<file path="src/hw/rtl/utcd_pkg.sv">
// Shared types and constants for the timestamp-to-date converter.
// Used by utcd_ctrl, utcd_dpath and the top level; depends on nothing.
`default_nettype none

package utcd_pkg;

	localparam int unsigned TS_W    = 32;
	localparam int unsigned SOD_W   = 17;
	localparam int unsigned REMH_W  = 12;
	localparam int unsigned DAYS_W  = 16;
	localparam int unsigned YEAR_W  = 12;
	localparam int unsigned MONTH_W = 4;
	localparam int unsigned DAY_W   = 5;
	localparam int unsigned HOUR_W  = 5;
	localparam int unsigned MIN_W   = 6;
	localparam int unsigned SEC_W   = 6;

	// Division by a constant through a reciprocal: x / (2^s * d) equals
	// ((x >> s) * ceil(2^k / d)) >> k, exact over each operand range used here
	localparam int unsigned DQ_W    = 25;  // timestamp >> 7
	localparam int unsigned DR_W    = 26;
	localparam int unsigned DAY_SH  = 35;
	localparam int unsigned HQ_W    = 13;  // seconds of day >> 4
	localparam int unsigned HR_W    = 14;
	localparam int unsigned HOUR_SH = 21;
	localparam int unsigned MQ_W    = 10;  // seconds of hour >> 2
	localparam int unsigned MR_W    = 11;
	localparam int unsigned MIN_SH  = 14;

	localparam logic [DR_W-1:0] RECIP_DAY  = 26'd50903317;  // ceil(2^35 / 675)
	localparam logic [HR_W-1:0] RECIP_HOUR = 14'd9321;      // ceil(2^21 / 225)
	localparam logic [MR_W-1:0] RECIP_MIN  = 11'd1093;      // ceil(2^14 / 15)

	localparam logic [TS_W-1:0]   SEC_PER_DAY  = 32'd86400;
	localparam logic [SOD_W-1:0]  SEC_PER_HOUR = 17'd3600;
	localparam logic [REMH_W-1:0] SEC_PER_MIN  = 12'd60;

	localparam logic [YEAR_W-1:0]  EPOCH_YEAR = 12'd1970;
	localparam logic [YEAR_W-1:0]  SKIP_YEAR  = 12'd2100;
	localparam logic [DAYS_W-1:0]  DAYS_YEAR  = 16'd365;
	localparam logic [DAYS_W-1:0]  DAYS_LEAP  = 16'd366;
	localparam logic [DAYS_W-1:0]  DAYS_QUAD  = 16'd1461;
	localparam logic [MONTH_W-1:0] LAST_MONTH = 4'd11;

	typedef struct packed {
		logic load_in;
		logic div_day;
		logic rem_day;
		logic div_hour;
		logic rem_hour;
		logic div_min;
		logic latch_sec;
		logic year_step;
		logic month_step;
		logic out_load;
	} cmd_t;

	typedef struct packed {
		logic year_done;
		logic month_done;
		logic out_busy;
	} status_t;

	function automatic logic [DAY_W-1:0] month_len(input logic [MONTH_W-1:0] idx,
		input logic leap);
		logic [DAY_W-1:0] len;
		unique case (idx) inside
			4'd1:                      len = leap ? 5'd29 : 5'd28;
			4'd3, 4'd5, 4'd8, 4'd10:   len = 5'd30;
			default:                   len = 5'd31;
		endcase
		return len;
	endfunction

endpackage

`default_nettype wire

</file>
<file path="src/hw/rtl/utcd_ctrl.sv">
// Sequencer for the converter: walks divide, year and month passes.
// Depends on utcd_pkg; drives utcd_dpath through cmd_t, reads status_t.
`default_nettype none

module utcd_ctrl (
	input  wire logic             clk,
	input  wire logic             arst_n,
	input  wire logic             ts_valid,
	output logic                  ts_stall,
	input  utcd_pkg::status_t     status,
	output utcd_pkg::cmd_t        cmd
);
	import utcd_pkg::*;

	typedef enum logic [9:0] {
		ST_IDLE  = 10'b0000000001,
		ST_DDAY  = 10'b0000000010,
		ST_RDAY  = 10'b0000000100,
		ST_DHOUR = 10'b0000001000,
		ST_RHOUR = 10'b0000010000,
		ST_DMIN  = 10'b0000100000,
		ST_LSEC  = 10'b0001000000,
		ST_YEAR  = 10'b0010000000,
		ST_MONTH = 10'b0100000000,
		ST_FIN   = 10'b1000000000
	} state_t;

	state_t state_q, state_d;

	assign ts_stall = (state_q != ST_IDLE);

	always_comb begin
		state_d = state_q;
		cmd     = '0;
		unique case (state_q)
			ST_IDLE: begin
				if (ts_valid) begin
					cmd.load_in = 1'b1;
					state_d = ST_DDAY;
				end
			end
			ST_DDAY: begin
				cmd.div_day = 1'b1;
				state_d = ST_RDAY;
			end
			ST_RDAY: begin
				cmd.rem_day = 1'b1;
				state_d = ST_DHOUR;
			end
			ST_DHOUR: begin
				cmd.div_hour = 1'b1;
				state_d = ST_RHOUR;
			end
			ST_RHOUR: begin
				cmd.rem_hour = 1'b1;
				state_d = ST_DMIN;
			end
			ST_DMIN: begin
				cmd.div_min = 1'b1;
				state_d = ST_LSEC;
			end
			ST_LSEC: begin
				cmd.latch_sec = 1'b1;
				state_d = ST_YEAR;
			end
			ST_YEAR: begin
				cmd.year_step = 1'b1;
				if (status.year_done) state_d = ST_MONTH;
			end
			ST_MONTH: begin
				cmd.month_step = 1'b1;
				if (status.month_done) state_d = ST_FIN;
			end
			ST_FIN: begin
				// hold until the output register is free
				if (!status.out_busy) begin
					cmd.out_load = 1'b1;
					state_d = ST_IDLE;
				end
			end
			default: begin
				state_d = ST_IDLE;
			end
		endcase
	end

	always_ff @(posedge clk or negedge arst_n) begin
		if (!arst_n) begin
			state_q <= ST_IDLE;
		end else begin
			state_q <= state_d;
		end
	end

endmodule

`default_nettype wire

</file>
<file path="src/hw/rtl/utcd_dpath.sv">
// Datapath: reciprocal dividers, year and month counters, output register.
// Depends on utcd_pkg; commanded by utcd_ctrl.
`default_nettype none

module utcd_dpath (
	input  wire logic                             clk,
	input  wire logic                             arst_n,
	input  utcd_pkg::cmd_t                        cmd,
	output utcd_pkg::status_t                     status,
	input  wire logic [utcd_pkg::TS_W-1:0]        unix_seconds,
	output logic                                  date_valid,
	input  wire logic                             date_stall,
	output logic [utcd_pkg::YEAR_W-1:0]           year,
	output logic [utcd_pkg::MONTH_W-1:0]          month,
	output logic [utcd_pkg::DAY_W-1:0]            day,
	output logic [utcd_pkg::HOUR_W-1:0]           hour,
	output logic [utcd_pkg::MIN_W-1:0]            minute,
	output logic [utcd_pkg::SEC_W-1:0]            second
);
	import utcd_pkg::*;

	logic [TS_W-1:0]    ts_q;
	logic [SOD_W-1:0]   sod_q;
	logic [REMH_W-1:0]  remh_q;
	logic [DAYS_W-1:0]  days_q;
	logic [HOUR_W-1:0]  hour_q;
	logic [MIN_W-1:0]   min_q;
	logic [SEC_W-1:0]   sec_q;
	logic [YEAR_W-1:0]  year_q;
	logic [MONTH_W-1:0] mon_q;
	logic               out_valid_q;

	logic [DQ_W+DR_W-1:0] day_prod;
	logic [TS_W-1:0]      day_base;
	logic [TS_W-1:0]      sod_full;
	logic [HQ_W+HR_W-1:0] hour_prod;
	logic [SOD_W-1:0]     hour_base;
	logic [SOD_W-1:0]     remh_full;
	logic [MQ_W+MR_W-1:0] min_prod;
	logic [REMH_W-1:0]    min_base;
	logic [REMH_W-1:0]    sec_full;

	logic               leap;
	logic               quad_ok;
	logic [DAYS_W-1:0]  ylen;
	logic [DAYS_W-1:0]  mlen;

	// one multiply or one multiply-and-subtract per cycle
	assign day_prod  = {{DR_W{1'b0}}, ts_q[TS_W-1:TS_W-DQ_W]} * {{DQ_W{1'b0}}, RECIP_DAY};
	assign day_base  = {{(TS_W-DAYS_W){1'b0}}, days_q} * SEC_PER_DAY;
	assign sod_full  = ts_q - day_base;
	assign hour_prod = {{HR_W{1'b0}}, sod_q[SOD_W-1:SOD_W-HQ_W]} *
		{{HQ_W{1'b0}}, RECIP_HOUR};
	assign hour_base = {{(SOD_W-HOUR_W){1'b0}}, hour_q} * SEC_PER_HOUR;
	assign remh_full = sod_q - hour_base;
	assign min_prod  = {{MR_W{1'b0}}, remh_q[REMH_W-1:REMH_W-MQ_W]} *
		{{MQ_W{1'b0}}, RECIP_MIN};
	assign min_base  = {{(REMH_W-MIN_W){1'b0}}, min_q} * SEC_PER_MIN;
	assign sec_full  = remh_q - min_base;

	// years stay within 1970..2106, so 2100 is the only century to skip
	assign leap    = (year_q[1:0] == 2'b00) && (year_q != SKIP_YEAR);
	assign ylen    = leap ? DAYS_LEAP : DAYS_YEAR;
	assign quad_ok = leap && (days_q >= DAYS_QUAD);
	assign mlen    = {{(DAYS_W-DAY_W){1'b0}}, month_len(mon_q, leap)};

	always_comb begin
		status.year_done  = !quad_ok && (days_q < ylen);
		status.month_done = (mon_q == LAST_MONTH) || (days_q < mlen);
		status.out_busy   = out_valid_q && date_stall;
	end

	always_ff @(posedge clk) begin
		if (cmd.load_in) begin
			ts_q <= unix_seconds;
		end
		if (cmd.div_day) begin
			days_q <= day_prod[DAY_SH+DAYS_W-1:DAY_SH];
		end
		if (cmd.rem_day) begin
			sod_q <= sod_full[SOD_W-1:0];
		end
		if (cmd.div_hour) begin
			hour_q <= hour_prod[HOUR_SH+HOUR_W-1:HOUR_SH];
		end
		if (cmd.rem_hour) begin
			remh_q <= remh_full[REMH_W-1:0];
		end
		if (cmd.div_min) begin
			min_q <= min_prod[MIN_SH+MIN_W-1:MIN_SH];
		end
		if (cmd.latch_sec) begin
			sec_q  <= sec_full[SEC_W-1:0];
			year_q <= EPOCH_YEAR;
			mon_q  <= '0;
		end
		if (cmd.year_step) begin
			// take four years at once from a leap year with no century inside
			if (quad_ok) begin
				days_q <= days_q - DAYS_QUAD;
				year_q <= year_q + 12'd4;
			end else if (days_q >= ylen) begin
				days_q <= days_q - ylen;
				year_q <= year_q + 12'd1;
			end
		end
		if (cmd.month_step && !status.month_done) begin
			days_q <= days_q - mlen;
			mon_q  <= mon_q + 4'd1;
		end
		if (cmd.out_load) begin
			year   <= year_q;
			month  <= mon_q + 4'd1;
			day    <= days_q[DAY_W-1:0] + 5'd1;
			hour   <= hour_q;
			minute <= min_q;
			second <= sec_q;
		end
	end

	always_ff @(posedge clk or negedge arst_n) begin
		if (!arst_n) begin
			out_valid_q <= 1'b0;
		end else if (cmd.out_load) begin
			out_valid_q <= 1'b1;
		end else if (!date_stall) begin
			out_valid_q <= 1'b0;
		end
	end

	assign date_valid = out_valid_q;

endmodule

`default_nettype wire

</file>
<file path="src/hw/rtl/unix_time_to_calendar_date_top.sv">
// Top level of the Unix timestamp to Gregorian date converter.
// Depends on utcd_pkg, utcd_ctrl and utcd_dpath.
//
//  channel | handshake              | payload
//  --------+------------------------+------------------------------------------
//  request | ts_valid / ts_stall    | unix_seconds[31:0]
//  result  | date_valid / date_stall| year[11:0] month[3:0] day[4:0]
//          |                        | hour[4:0] minute[5:0] second[5:0]
//
// Each request walks the sequencer states in order; the next one is taken only
// when the sequencer is back in idle. The steps are the reciprocal divides and
// remainders (days, seconds of day, hours, seconds of hour, minutes, seconds), one
// year step per cycle plus a final check (four years at a time where no century
// intervenes, at most 40 steps), up to 11 month steps plus a check, and one output
// load, which waits while a stalled result holds the output register.
// Reset clears only the sequencer and the result valid flag; the datapath registers are not reset.
// A stalled result sits in the output register while the next request is
// accepted and converted; the new result waits until that one is taken.
`default_nettype none

module unix_time_to_calendar_date_top (
	input  wire logic                             clk,
	input  wire logic                             arst_n,
	input  wire logic                             ts_valid,
	output logic                                  ts_stall,
	input  wire logic [utcd_pkg::TS_W-1:0]        unix_seconds,
	output logic                                  date_valid,
	input  wire logic                             date_stall,
	output logic [utcd_pkg::YEAR_W-1:0]           year,
	output logic [utcd_pkg::MONTH_W-1:0]          month,
	output logic [utcd_pkg::DAY_W-1:0]            day,
	output logic [utcd_pkg::HOUR_W-1:0]           hour,
	output logic [utcd_pkg::MIN_W-1:0]            minute,
	output logic [utcd_pkg::SEC_W-1:0]            second
);
	import utcd_pkg::*;

	cmd_t    cmd;
	status_t status;

	// sequencer: accept a request only when idle, then step the datapath
	utcd_ctrl u_ctrl (
		.clk      (clk),
		.arst_n   (arst_n),
		.ts_valid (ts_valid),
		.ts_stall (ts_stall),
		.status   (status),
		.cmd      (cmd)
	);

	// dividers, calendar counters and the result register
	utcd_dpath u_dpath (
		.clk          (clk),
		.arst_n       (arst_n),
		.cmd          (cmd),
		.status       (status),
		.unix_seconds (unix_seconds),
		.date_valid   (date_valid),
		.date_stall   (date_stall),
		.year         (year),
		.month        (month),
		.day          (day),
		.hour         (hour),
		.minute       (minute),
		.second       (second)
	);

endmodule

`default_nettype wire
</file>
<file path="config.mk">
export PLATFORM = sky130hd
export DESIGN_NAME = unix_time_to_calendar_date_top
export DESIGN_NICKNAME = d
export VERILOG_FILES = /design/src/hw/rtl/utcd_pkg.sv /design/src/hw/rtl/utcd_ctrl.sv /design/src/hw/rtl/utcd_dpath.sv /design/src/hw/rtl/unix_time_to_calendar_date_top.sv
export SDC_FILE = /design/constraint.sdc
export NUM_CORES = 1
export LEC_CHECK = 0
export BUFFER_PORTS_ARGS = -buffer_cell sky130_fd_sc_hd__buf_2
export CORE_UTILIZATION = 55
export CTS_CLUSTER_SIZE = 24
export DETAILED_ROUTE_END_ITERATION = 10
export GPL_ROUTABILITY_DRIVEN = 0
export PLACE_DENSITY_LB_ADDON = 0.15
export SETUP_SLACK_MARGIN = 0.3
export SYNTH_ARGS = -nofsm -noshare
export SYNTH_HDL_FRONTEND = slang
export SYNTH_HIERARCHICAL = 1
export SYNTH_SLANG_ARGS = --single-unit
</file>
<file path="constraint.sdc">
create_clock -name clk -period 12 [get_ports clk]
set_clock_uncertainty 0.15 [all_clocks]
set_input_delay 1.2 -clock clk [delete_from_list [all_inputs] [get_ports clk]]
set_output_delay 1.2 -clock clk [all_outputs]
set_load 0.05 [all_outputs]
</file>
Word-level counts from Yosys, hierarchy flattened
Index checks and enable logic that the tools add are counted.
{"block": "word_totals", "out_inout_bits": 40, "elab_cells": 105, "reg_bits": 159}
{"block": "classes", "mux": 33, "n_reduce_logical": 12, "multipliers": 6, "n_lt_le_gt_ge": 4, "n_addsub": 10, "eq_ne": 23}
{"cell": "$pmux W10 S10", "n": 1}
{"cell": "$mux W16", "n": 5}
{"cell": "$mul A25 B26 Y51 const B", "n": 1}
{"cell": "$mux W12", "n": 4}
{"cell": "$mux W10", "n": 4}
{"cell": "$mul A13 B14 Y26 const B", "n": 1}
{"cell": "$mul A10 B11 Y20 const B", "n": 1}
{"cell": "$sub A17 B17 Y17", "n": 1}
{"cell": "$ge A16 B11 Y1 const B", "n": 1}
{"cell": "$ge A16 B16 Y1", "n": 1}
{"cell": "$lt A16 B16 Y1", "n": 1}
{"cell": "$lt A16 B5 Y1", "n": 1}
{"cell": "$mul A16 B10 Y10 const B", "n": 1}
{"cell": "$sub A16 B11 Y16 const B", "n": 1}
{"cell": "$sub A16 B16 Y16", "n": 1}
{"cell": "$sub A16 B5 Y16", "n": 1}
{"cell": "$mux W1", "n": 15}
{"cell": "$add A12 B1 Y12 const B", "n": 1}
{"cell": "$add A12 B3 Y12 const B", "n": 1}
{"cell": "$eq A4 B4 Y1 const B", "n": 3}
{"cell": "$ne A12 B12 Y1 const B", "n": 1}
{"cell": "$sub A12 B12 Y12", "n": 1}
{"cell": "$eq A10 B1 Y1 const B", "n": 1}
{"cell": "$eq A10 B10 Y1 const B", "n": 1}
{"cell": "other kinds (29)", "n": 38}

Longest topological paths before layout
Gate-level depths: netlist of the first run.
{"block": "logic_depth", "ltp_word": 9, "ltp_mapped": 25, "depth_no_buf": 25}

By module
Netlist of the first run, hierarchy kept.
{"mod": "utcd_dpath", "instances": 1, "cells_per_inst": 2056, "area_each_um2": 20852.5}
{"mod": "utcd_ctrl", "instances": 1, "cells_per_inst": 59, "area_each_um2": 633.1}

Worst setup path before layout of the first run
OpenSTA, ideal clock, no wires.
{"block": "synth_timing", "kind": "register to register", "start": "reg u_dpath.ts_q[12]", "end": "reg u_dpath.days_q[7]", "slack_ns": 5.419, "path_buffers": 0, "stages_incl_launch_ff": 24, "arrival_ns": 6.309, "path_cell_list": "edfxtp_1 > inv_1 > ha_1 > inv_1 > fa_1 > ha_1 > inv_1 > fa_1 > inv_1 > fa_1 > fa_1 > inv_1 > fa_1 > inv_1 > ha_1 > nand2_1 > nor4_1 > nand2_1 > o32a_1 > a211o_1 > nand3b_1 > a21boi_0 > xnor2_1 > a311o_1"}
{"block": "synth_between", "elab_chain_len": 6}
{"item": "from (decl)", "line_no": "utcd_dpath.sv:22", "source": "logic [TS_W-1:0] ts_q;"}
{"item": "from (signal assigned)", "line_no": "utcd_dpath.sv:75", "source": "ts_q <= unix_seconds;"}
{"item": "$mul A25 B26 Y51 *", "line_no": "utcd_dpath.sv:49", "source": "assign day_prod = {{DR_W{1'b0}}, ts_q[TS_W-1:TS_W-DQ_W]} * {{DQ_W{1'b0}}, RECIP_DAY};"}
{"item": "$mux W16 *", "line_no": "utcd_dpath.sv:77", "source": "if (cmd.div_day) begin"}
{"item": "$mux W16", "line_no": "utcd_dpath.sv:102", "source": "end else if (days_q >= ylen) begin"}
{"item": "$mux W16", "line_no": "utcd_dpath.sv:99", "source": "if (quad_ok) begin"}
{"item": "$mux W16 *", "line_no": "utcd_dpath.sv:97", "source": "if (cmd.year_step) begin"}
{"item": "$mux W16 *", "line_no": "utcd_dpath.sv:107", "source": "if (cmd.month_step && !status.month_done) begin"}
{"item": "to (signal assigned)", "line_no": "utcd_dpath.sv:100", "source": "days_q <= days_q - DAYS_QUAD;"}
{"item": "to (signal assigned)", "line_no": "utcd_dpath.sv:103", "source": "days_q <= days_q - ylen;"}
{"item": "to (signal assigned)", "line_no": "utcd_dpath.sv:108", "source": "days_q <= days_q - mlen;"}
{"item": "to (decl)", "line_no": "utcd_dpath.sv:25", "source": "logic [DAYS_W-1:0] days_q;"}
Mark *: on every way between the ends. The rest lies on a longest branch, timed or not.
A chain may end at the register's enable or synchronous reset.

Worst setup path after layout of the first run
Ends and elaborated chain as after synthesis.

==> results.json, run 1 <==
{
  "rsz0062_at_grt": "no",
  "finalHoldViolCount": 0,
  "slowest_stage": "edfxtp_1",
  "synth_edf_count": 122,
  "n_antenna_cell": 0,
  "synth.largest_area_cell": "ha_1",
  "whs_path_depth": 0,
  "startpoint_type": "register",
  "dp_hpwl_um": 39640,
  "slew_violations": 0,
  "floorplan.initialDensity_pct": 55.72,
  "critPathKind": "reg2reg",
  "ant_nets": 0,
  "grt_max_degree": 40,
  "tightest_slew_ns": 1.144,
  "cts_tree": "yes",
  "r2r_start": "u_dpath/ts_q[12]",
  "die_h_um": 199.7,
  "final.period_utilization_pct": 60.73,
  "synth_nets": 2855,
  "min_to": "u_dpath/remh_q[1]",
  "max_freq_mhz": 137.2,
  "clk_latency_ns": 0.46,
  "endpoint_kind": "register",
  "post_cts_resized": 0,
  "report.final.setup_viol": 0,
  "syn_area_per_cell_sq_um": 10.16,
  "reg2reg_depth": 23,
  "num_io_pins": 76,
  "cts_sinks": 159,
  "clock_path_buffers": 2,
  "dpl_cell_area_sq_um": 22420,
  "tns_ns": 0,
  "postLayoutSetupSlackWorst_ns": 4.712,
  "synth_top_area_share_pct": 27.72,
  "clkTransAtPathRegs_ns": 0.07,
  "dp_slack_ns": 4.737,
  "fillers": 3360,
  "drt_iter0_drc": 834,
  "status": "finished clean",
  "design_area_sq_um": 23000,
  "vias_per_cell": 5.417,
  "grt_pass1_vias": 15461,
  "yosysSeqAreaShare_pct": 20.76,
  "firstDrtPassIters": 5,
  "num_rows": 72,
  "io_buffers": 75,
  "cts_buffers": 17,
  "h-tree-depth": 4,
  "syn_inst": 2115,
  "vias": 14718,
  "min_from": "u_dpath/sod_q[1]",
  "crit_path_cell_trace": "inv_1 -> ha_1 -> inv_1 -> fa_1 -> ha_1 -> inv_1 -> fa_1 -> inv_1 -> fa_1 -> fa_1 -> inv_1 -> fa_1 -> inv_1 -> ha_1 -> nand2_1 -> nor4_1 -> nand2_1 -> o32a_1 -> a211o_1 -> nand3b_1 -> a21boi_0 -> xnor2_1 -> a311o_1",
  "grt_pass1_wl_um": 78870,
  "ys_dominant_reg_cell": "edfxtp_1",
  "clockRootBuffer": "clkbuf_16",
  "overflow": 0,
  "drive_above_1_share_pct": 6.958,
  "min_period_ns": 7.288,
  "max-cap-violations": 0,
  "critPathRequiredTime_ns": 12.19,
  "syn_to_final_growth_pct": 7.070,
  "synth_warnings": 6,
  "nets": 2926,
  "cpPeakStageDelay_ns": 0.84,
  "relSlewSlack_pct": 23.02,
  "hp-class": "reg2reg",
  "dieArea_sq_um": 39860,
  "reg2reg_to": "u_dpath/days_q[7]",
  "syn_area_sq_um": 21490,
  "antenna_found_initial": 0,
  "cts_hold_buffers": 0,
  "async_reset_ff_share_pct": 6.918,
  "ys_top_cells_by_area": "ha_1 28%, fa_1 21%, edfxtp_1 17%",
  "cts_setup_buffers": 0,
  "core_sq_um": 38560,
  "post-route-drc-count": 0,
  "die_w_um": 199.7,
  "wl_per_cell_um": 17.69,
  "crit_arrival_ns": 7.48,
  "ys_seq_elements": 159,
  "ys_types": 91,
  "critical_path.most_common_cell": "inv_1",
  "routed_wl_um": 48060,
  "grt_util_all_layers_pct": 26.03,
  "crit_fanout": 12,
  "rrSetupSlack_ns": 4.71
}
[worst max path at each step]
stage / startpoint / endpoint / slack, ns / cells past startpoint
2_1_floorplan: u_dpath/ts_q[12] / u_dpath/days_q[7] / 5.42 / 23
3_3_place_gp: u_dpath/ts_q[12] / u_dpath/days_q[7] / 4.87 / 23
3_5_place_dp: u_dpath/ts_q[12] / u_dpath/days_q[7] / 4.74 / 23
4_1_cts: u_dpath/ts_q[12] / u_dpath/days_q[7] / 4.70 / 23
5_1_grt: u_dpath/ts_q[12] / u_dpath/days_q[7] / 4.30 / 23
6_report: u_dpath/ts_q[12] / u_dpath/days_q[7] / 4.71 / 23
[routing by layer]
layer | global-route usage (%) | part of all wire (%) | vias up
met4 | 9.132 | 2.9 | 0
met1 | 33.06 | 44 | 7089
li1 | - | - | 7182
met5 | 0 | 0 | -
met3 | 3.679 | 4.0 | 88
met2 | 45.14 | 49 | 359
[cell type report]
class                           instances  area (sq um)  share of cell area (%)
Clock buffer                           20         467.9                   2.034
Clock inverter                         12         115.1                  0.5004
Inverter                              510          1914                   8.322
Multi-Input combinational cell       1417         14980                   65.11
Sequential cell                       159          4461                   19.39
Tap cell                              518         648.1                   2.817
Timing Repair Buffer                   81         420.4                   1.827
[cells in the final DEF (no fill, tap or decap), types with 16 or more instances in the layout]
cell type and instances:
edfxtp_1 122, ha_1 476, a21oi_1 103, nor2_1 72
dfxtp_1 26, nor3_1 27, buf_2 75, clkbuf_16 18
xnor2_1 54, nand2_1 78, xor2_1 26, nand3_1 24
inv_1 507, nand4_1 16, a31oi_1 17, o21ai_0 62
fa_1 228, a21o_1 23
[through the flow]
stage	utilization, %	instances	hold slack [ns]
floorplan	-	2115	0.2503
global placement	58.15	2685	0.2509
detailed placement	58.15	2685	0.2545
CTS	59.66	2717	0.2670
global route	59.66	2717	0.2705
finish	59.66	2717	0.2668
[critical path: cells and delay by family, from the launching register on]
family | cells | cell delay [ns]
flip-flops | 1 | 0.84
AND/OR/NAND/NOR | 4 | 0.70
AO/OA/AOI/OAI | 4 | 1.29
buffers and inverters | 6 | 0.49
XOR/XNOR | 1 | 0.17
adder cells (fa/ha/maj) | 8 | 3.50
[flip-flops by register name (all words and copies together) (netlist names)]
| name | count |
|---|---|
| u_dpath/ts_q | 32 |
| u_dpath/sod_q | 17 |
| u_dpath/days_q | 16 |
| u_dpath/remh_q | 12 |
| u_dpath/year | 12 |
| u_dpath/year_q | 12 |
| u_ctrl/state_q | 10 |
| u_dpath/min_q | 6 |
| u_dpath/minute | 6 |
| u_dpath/sec_q | 6 |
| u_dpath/second | 6 |
| u_dpath/day | 5 |
| u_dpath/hour | 5 |
| u_dpath/hour_q | 5 |
| u_dpath/mon_q | 4 |
| u_dpath/month | 4 |
| u_dpath/date_valid | 1 |
[kinds of logic after synthesis]
group	after synthesis	share of synthesized area [%]
AO/OA/AOI/OAI	310	9.382
adder cells (fa/ha/maj)	704	48.96
AND/OR/NAND/NOR	321	7.926
multiplexers	2	0.09318
flip-flops	159	20.76
XOR/XNOR	80	3.261
buffers and inverters	539	9.614
[cells in the mapped netlist, drive strengths merged (4+ instances only)]
cell type / n
dfrtp: 10
a211o: 4
or3: 9
inv: 509
edfxtp: 122
fa: 228
and3: 8
o211ai: 5
a21o: 23
nor3: 30
nand3b: 8
xor2: 26
o31ai: 7
a21oi: 105
nand2b: 12
a21boi: 5
dfxtp: 26
a22oi: 4
clkbuf: 12
nor4: 10
nand4: 17
o21bai: 14
buf: 17
and2: 8
nand2: 79
nand3: 27
ha: 476
xnor2: 54
o22ai: 11
a31oi: 17
o21ai: 62
nor2b: 13
or2: 6
nor2: 80
a211oi: 11
o21a: 4
Power of run 1 is left out: the tool's default activity adds up to more than one toggle a clock period on the data nets, which glitch-free logic cannot reach.
==> inputs of run 2 (changes only) <==
Settings changed: ABC_AREA set to 1.
Clock period 12 ns to 6 ns, I/O delays scaled along.
==> run 2 against run 1 <==
Net effect:
- highest routed layer unchanged
- largest cell class unchanged
- count of clock-buffer cells in the layout shrank 3
- synthesized area grew 12%
- die area rose by 12%
- via count is 30% higher
- first-iteration DRC count rose by 66%
- routed wire length up 27%
- sequential share of layout area decreased by 3.0 points
- final area up 18%
- critical path type unchanged
- maximum frequency is 25% higher
- final cell count rose by 33%
==> results.json, run 2 <==
{
  "yosysSeqAreaShare_pct": 18.56,
  "vias_per_cell": 5.267,
  "syn_area_per_cell_sq_um": 8.358,
  "syn_area_sq_um": 24040,
  "reg2reg_to": "u_dpath/days_q[9]",
  "clockRootBuffer": "clkbuf_16",
  "grt_most_used_layer": "met2",
  "clkTransAtPathRegs_ns": 0.09,
  "ant_nets": 0,
  "cp_top_family": "adder cells",
  "rrSetupSlack_ns": 0.18,
  "design_area_sq_um": 27230,
  "cts_buffers": 17,
  "grt_pass1_vias": 19707,
  "overflow": 0,
  "hp-class": "in2reg",
  "fin_util_pct": 63.20,
  "slew_violations": 0,
  "io_buffers": 75,
  "syn_to_final_growth_pct": 13.27,
  "cp-startpoint": "u_dpath/ts_q[27]",
  "cp_num_buf_inv": 5,
  "async_reset_ff_share_pct": 6.918,
  "synth_edf_count": 122,
  "cts_sinks": 159,
  "critical_path.most_common_cell": "fa_1",
  "die_w_um": 211.1,
  "reg2reg_depth": 26,
  "routed_wl_um": 61270,
  "nets": 3765,
  "whs_path_depth": 1,
  "crit_fanout": 5,
  "ys_dominant_reg_cell": "edfxtp_1",
  "report.final.setup_viol": 0,
  "layout_common_cells": "713 x inv_1, 496 x nand2_1, 433 x ha_1",
  "max-cap-violations": 0,
  "tightest_slew_ns": 1.122,
  "n_antenna_cell": 0,
  "synth.most_common_cell": "inv_1",
  "top_register": "u_dpath/ts_q",
  "grt_pass1_wl_um": 99160,
  "rsz0062_at_grt": "yes",
  "met2_usage_pct": 51.05,
  "grt_util_all_layers_pct": 28.82,
  "synth_top_area_share_pct": 24.78,
  "largest_reg_flops": 32,
  "clock_path_buffers": 2,
  "min_to": "u_dpath/ts_q[16]",
  "max_freq_mhz": 171.9,
  "relSlewSlack_pct": 24.52,
  "dpl_cell_area_sq_um": 25490,
  "core_sq_um": 43080,
  "crit_cells": 26,
  "ys_top_cells_by_area": "ha_1 25%, fa_1 19%, edfxtp_1 15%",
  "critPathKind": "reg2reg",
  "floorplan.initialDensity_pct": 55.80,
  "vias": 19081,
  "r2r_start": "u_dpath/ts_q[27]",
  "drt_iter0_drc": 1386,
  "crit_arrival_ns": 6.05,
  "final_common_cell": "inv_1",
  "min_period_ns": 5.819,
  "synth_nets": 3616,
  "top_regs": "u_dpath/ts_q: 32 flops, u_dpath/sod_q: 17 flops, u_dpath/days_q: 16 flops",
  "min_from": "unix_seconds[16]",
  "fillers": 3660,
  "met3_usage_pct": 3.940,
  "cpPeakStageDelay_ns": 0.52,
  "finalHoldViolCount": 0,
  "dp_hpwl_um": 50570,
  "grt_max_degree": 35,
  "synth.largest_area_cell": "ha_1",
  "h-tree-depth": 4,
  "slowest_stage": "fa_1",
  "dieArea_sq_um": 44540,
  "cts_tree": "yes",
  "wl_per_cell_um": 16.91,
  "status": "finished clean",
  "clk_latency_ns": 0.50,
  "die_h_um": 211.1,
  "use_met1_pct": 35.64,
  "startpoint_type": "register",
  "post-route-drc-count": 0,
  "num_io_pins": 76,
  "firstDrtPassIters": 6,
  "final.period_utilization_pct": 96.98,
  "synth_warnings": 6,
  "num_rows": 76,
  "drive_above_1_share_pct": 13.92,
  "ys_seq_elements": 159,
  "synthTopCellsByCount": "738 x inv_1, 536 x nand2_1, 476 x ha_1",
  "antenna_found_initial": 0,
  "syn_inst": 2876,
  "endpoint_kind": "register",
  "ys_types": 61,
  "critPathRequiredTime_ns": 6.23
}
==> run 2: changes by cell type in the layout (fill, tap and decap cells not counted), moves of 17 or more <==
cell and delta:
nand2_1 +418, buf_4 +58, inv_1 +206, ha_1 -43
inv_2 +31, ha_4 +37, nand3_1 +53, nor2_1 +59
nor2_4 +26, nand2_2 +39, xor2_1 +41, xnor2_1 -30
nand2_4 +17
==> run 2: layout make-up <==
class | instances | area, sq um | area share (%)
Inverter | 755 | 2846 | 10.45
Multi-Input combinational cell | 1938 | 17550 | 64.47
Clock inverter | 15 | 176.4 | 0.6480
Tap cell | 585 | 732.0 | 2.688
Sequential cell | 159 | 4461 | 16.38
Timing Repair Buffer | 154 | 1032 | 3.791
Clock buffer | 17 | 425.4 | 1.563
==> run 2: kinds of logic (layout without fill, tap and decap cells) <==
| group | count (synthesis) | after routing | share of synthesized area [%] |
|---|---|---|---|
| AOI/OAI and AO/OA | 250 | 250 | 6.023 |
| xor gates and xnor gates | 91 | 91 | 3.316 |
| adders and majority gates | 704 | 704 | 43.77 |
| buffers and inverters | 779 | 941 | 12.44 |
| DFF | 159 | 159 | 18.56 |
| muxes | 1 | 1 | 0.04164 |
| and+or+nand+nor | 892 | 892 | 15.86 |
==> run 2: worst reg2reg max path, stage by stage, from the launching register on <==
cell,delay [ns]
edfxtp_1,0.49
fa_1,0.51
ha_1,0.31
inv_1,0.08
fa_1,0.42
fa_1,0.52
inv_2,0.04
fa_1,0.48
inv_2,0.04
fa_1,0.47
inv_1,0.05
fa_1,0.52
ha_4,0.33
nand2_4,0.06
nor2_4,0.12
buf_6,0.11
nand4_1,0.15
nor2_1,0.21
nand2_2,0.12
nand3_2,0.07
nand2_1,0.06
nand3_2,0.09
nand3_2,0.07
nand2_2,0.08
nand2_2,0.04
nand2_1,0.06
nand2_1,0.04
==> run 2: metal layers <==
layer,vias up,routed length [um]
met1,9075,25700
met3,123,3343
li1,9284,-
met4,0,1946
met5,-,0
met2,599,30290
==> run 2: how the worst max path moves through the flow <==
stage | endpoint | slack, ns
after floorplan | u_dpath/days_q[6] | 0.31
after global placement | u_dpath/days_q[0] | -0.05
after detailed placement | u_dpath/days_q[0] | -0.10
after CTS | u_dpath/days_q[5] | 0.26
after global routing | u_dpath/days_q[9] | -0.03
final | u_dpath/days_q[9] | 0.18
==> run 2: metrics by stage <==
stage | setup TNS (ns) | instances | hold WS, ns | worst slack (ns)
6_report | 0 | 3623 | 0.1210 | 0.1814
5_1_grt | -0.09760 | 3623 | 0.1058 | -0.03137
4_1_cts | 0 | 3620 | 0.08946 | 0.2644
3_5_place_dp | -0.1547 | 3568 | 0.2545 | -0.1040
3_3_place_gp | -0.05058 | 3568 | 0.2537 | -0.05058
2_1_floorplan | 0 | 2876 | 0.1544 | 0.3105
==> run 2: repair_timing <==
action | 4_1_cts | 5_1_grt
pin swaps | 94 | 49
endpoints found under the setup margin | 16 | 16
gates resized for setup | 150 | 69
buffers inserted | 19 | 3
hold endpoints to repair | 10 | 0
gates cloned | 0 | 0
hold buffers | 1 | 0
Power of run 2 is left out for the same reason.
==> inputs of run 3 (changes only) <==
==> constraint.sdc (replaced) <==
create_clock -name clk -period 6 [get_ports clk]
set_clock_uncertainty 0.15 [all_clocks]
set_input_delay 1.2 -clock clk [delete_from_list [all_inputs] [get_ports clk]]
set_output_delay 1.2 -clock clk [all_outputs]
set_load 0.05 [all_outputs]
==> run 3 against run 2 <==
Net effect:
- count of clock-buffer cells in the layout did not move
- via count down 0.14%
- utilization is essentially flat
- critical path depth is the same
- hold slack improved by 0.15 ns
- non-clock buffer count is 1 lower
- final cell count barely moved
- routed wire length decreased by 0.17%
- global-route usage barely moved
- register-to-register slack better by 0.02 ns
- maximum frequency up 0.34%
- first-iteration DRC count is 4.9% higher
- critical endpoint unchanged
==> results.json, run 3 (same netlist as run 2, synthesis figures left out) <==
{
  "clk_latency_ns": 0.50,
  "grt_max_degree": 35,
  "post-route-drc-count": 0,
  "rsz0062_at_grt": "yes",
  "drive_above_1_share_pct": 13.93,
  "final_common_cell": "inv_1",
  "holdWs_ns": 0.2713,
  "syn_to_final_growth_pct": 13.23,
  "dp_hpwl_um": 50570,
  "design_area_sq_um": 27220,
  "grt_util_all_layers_pct": 28.81,
  "met2_usage_pct": 51.03,
  "min_period_ns": 5.799,
  "dp.cells": 3568,
  "top_regs": "u_dpath/ts_q: 32 flops, u_dpath/sod_q: 17 flops, u_dpath/days_q: 16 flops",
  "use_met1_pct": 35.64,
  "vias_per_cell": 5.261,
  "relSlewSlack_pct": 22.74,
  "clockRootBuffer": "clkbuf_16",
  "num_rows": 76,
  "core_sq_um": 43080,
  "clock_path_buffers": 2,
  "h-tree-depth": 4,
  "whs_path_depth": 0,
  "num_io_pins": 76,
  "firstDrtPassIters": 6,
  "report.final.setup_viol": 0,
  "rrSetupSlack_ns": 0.20,
  "grt_most_used_layer": "met2",
  "cts_tree": "yes",
  "met3_usage_pct": 3.940,
  "max-cap-violations": 0,
  "min_from": "u_dpath/sec_q[5]",
  "crit_arrival_ns": 6.03,
  "max_freq_mhz": 172.5,
  "largest_reg_flops": 32,
  "status": "finished clean",
  "grt_pass1_wl_um": 99140,
  "startpoint_type": "register",
  "min_to": "u_dpath/second[5]",
  "dieArea_sq_um": 44540,
  "top_register": "u_dpath/ts_q",
  "reg2reg_to": "u_dpath/days_q[9]",
  "cts_sinks": 159,
  "overflow": 0,
  "cts_buffers": 17,
  "nets": 3764,
  "critPathRequiredTime_ns": 6.23,
  "floorplan.initialDensity_pct": 55.80,
  "slew_violations": 0,
  "endpoint_kind": "register",
  "grt_pass1_vias": 19701,
  "ant_nets": 0,
  "fin_cells": 3622,
  "reg2reg_depth": 26,
  "crit_fanout": 5,
  "die_w_um": 211.1,
  "finalHoldViolCount": 0,
  "antenna_found_initial": 0,
  "fillers": 3661,
  "clkTransAtPathRegs_ns": 0.09,
  "die_h_um": 211.1,
  "r2r_start": "u_dpath/ts_q[27]",
  "critPathKind": "reg2reg",
  "wl_per_cell_um": 16.89,
  "hp-class": "reg2reg",
  "drt_iter0_drc": 1454,
  "final.period_utilization_pct": 96.65,
  "layout_common_cells": "713 x inv_1, 496 x nand2_1, 433 x ha_1",
  "vias": 19054,
  "routed_wl_um": 61170,
  "io_buffers": 75,
  "tightest_slew_ns": 1.148,
  "n_antenna_cell": 0,
  "dpl_cell_area_sq_um": 25490
}
[run 3: changes by cell type in the layout (fill, tap and decap cells not counted)]
cell / before / now
dlygate4sd3_1: 1 / 0
[run 3: final cells by class]
class | count | area (sq um) | area share, %
clock buffer | 17 | 425.4 | 1.563
timing repair buffer | 153 | 1022 | 3.756
sequential | 159 | 4461 | 16.39
clock inverter | 15 | 176.4 | 0.6482
inverter | 755 | 2846 | 10.46
tap | 585 | 732.0 | 2.689
multi-input combinational | 1938 | 17550 | 64.50
[run 3: how the worst max path moves through the flow]
| stage | start | to | slack (ns) | cells past startpoint |
|---|---|---|---|---|
| floorplan | u_dpath/ts_q[30] | u_dpath/days_q[6] | 0.31 | 25 |
| global placement | u_dpath/ts_q[12] | u_dpath/days_q[0] | -0.05 | 26 |
| finish | u_dpath/ts_q[27] | u_dpath/days_q[9] | 0.20 | 26 |
| detailed placement | u_dpath/ts_q[12] | u_dpath/days_q[0] | -0.10 | 26 |
| CTS | u_dpath/ts_q[12] | u_dpath/days_q[5] | 0.26 | 28 |
| global route | u_dpath/ts_q[26] | u_dpath/days_q[9] | -0.03 | 26 |
[run 3: per-stage QoR]
step | utilization, % | TNS [ns] | worst slack, ns
after floorplan | - | 0 | 0.3105
after global placement | 59.16 | -0.05058 | -0.05058
after detailed placement | 59.16 | -0.1547 | -0.1040
after CTS | 62.52 | 0 | 0.2644
after global routing | 63.18 | -0.09760 | -0.03137
final | 63.18 | 0 | 0.2012
[run 3: metal layers]
metal  routed length, um  vias to the layer above
li1                    -                     9280
met2               30200                      574
met5                   0                        -
met4                1927                        0
met3                3357                      122
met1               25680                     9078
[run 3: critical path: stages, from the launching register on]
cell and delay [ns]:
edfxtp_1 0.49, fa_1 0.51, ha_1 0.31, inv_1 0.08
fa_1 0.42, fa_1 0.52, inv_2 0.04, fa_1 0.48
inv_2 0.04, fa_1 0.47, inv_1 0.05, fa_1 0.52
ha_4 0.33, nand2_4 0.06, nor2_4 0.12, buf_6 0.11
nand4_1 0.15, nor2_1 0.19, nand2_2 0.11, nand3_2 0.07
nand2_1 0.06, nand3_2 0.09, nand3_2 0.07, nand2_2 0.08
nand2_2 0.04, nand2_1 0.06, nand2_1 0.04
[run 3: what timing repair did]
action	CTS	global route
hold buffers	0	0
endpoints found under the setup margin	16	16
buffers inserted	19	3
resized for setup	150	69
pin swaps	94	49
Power of run 3 is left out for the same reason.
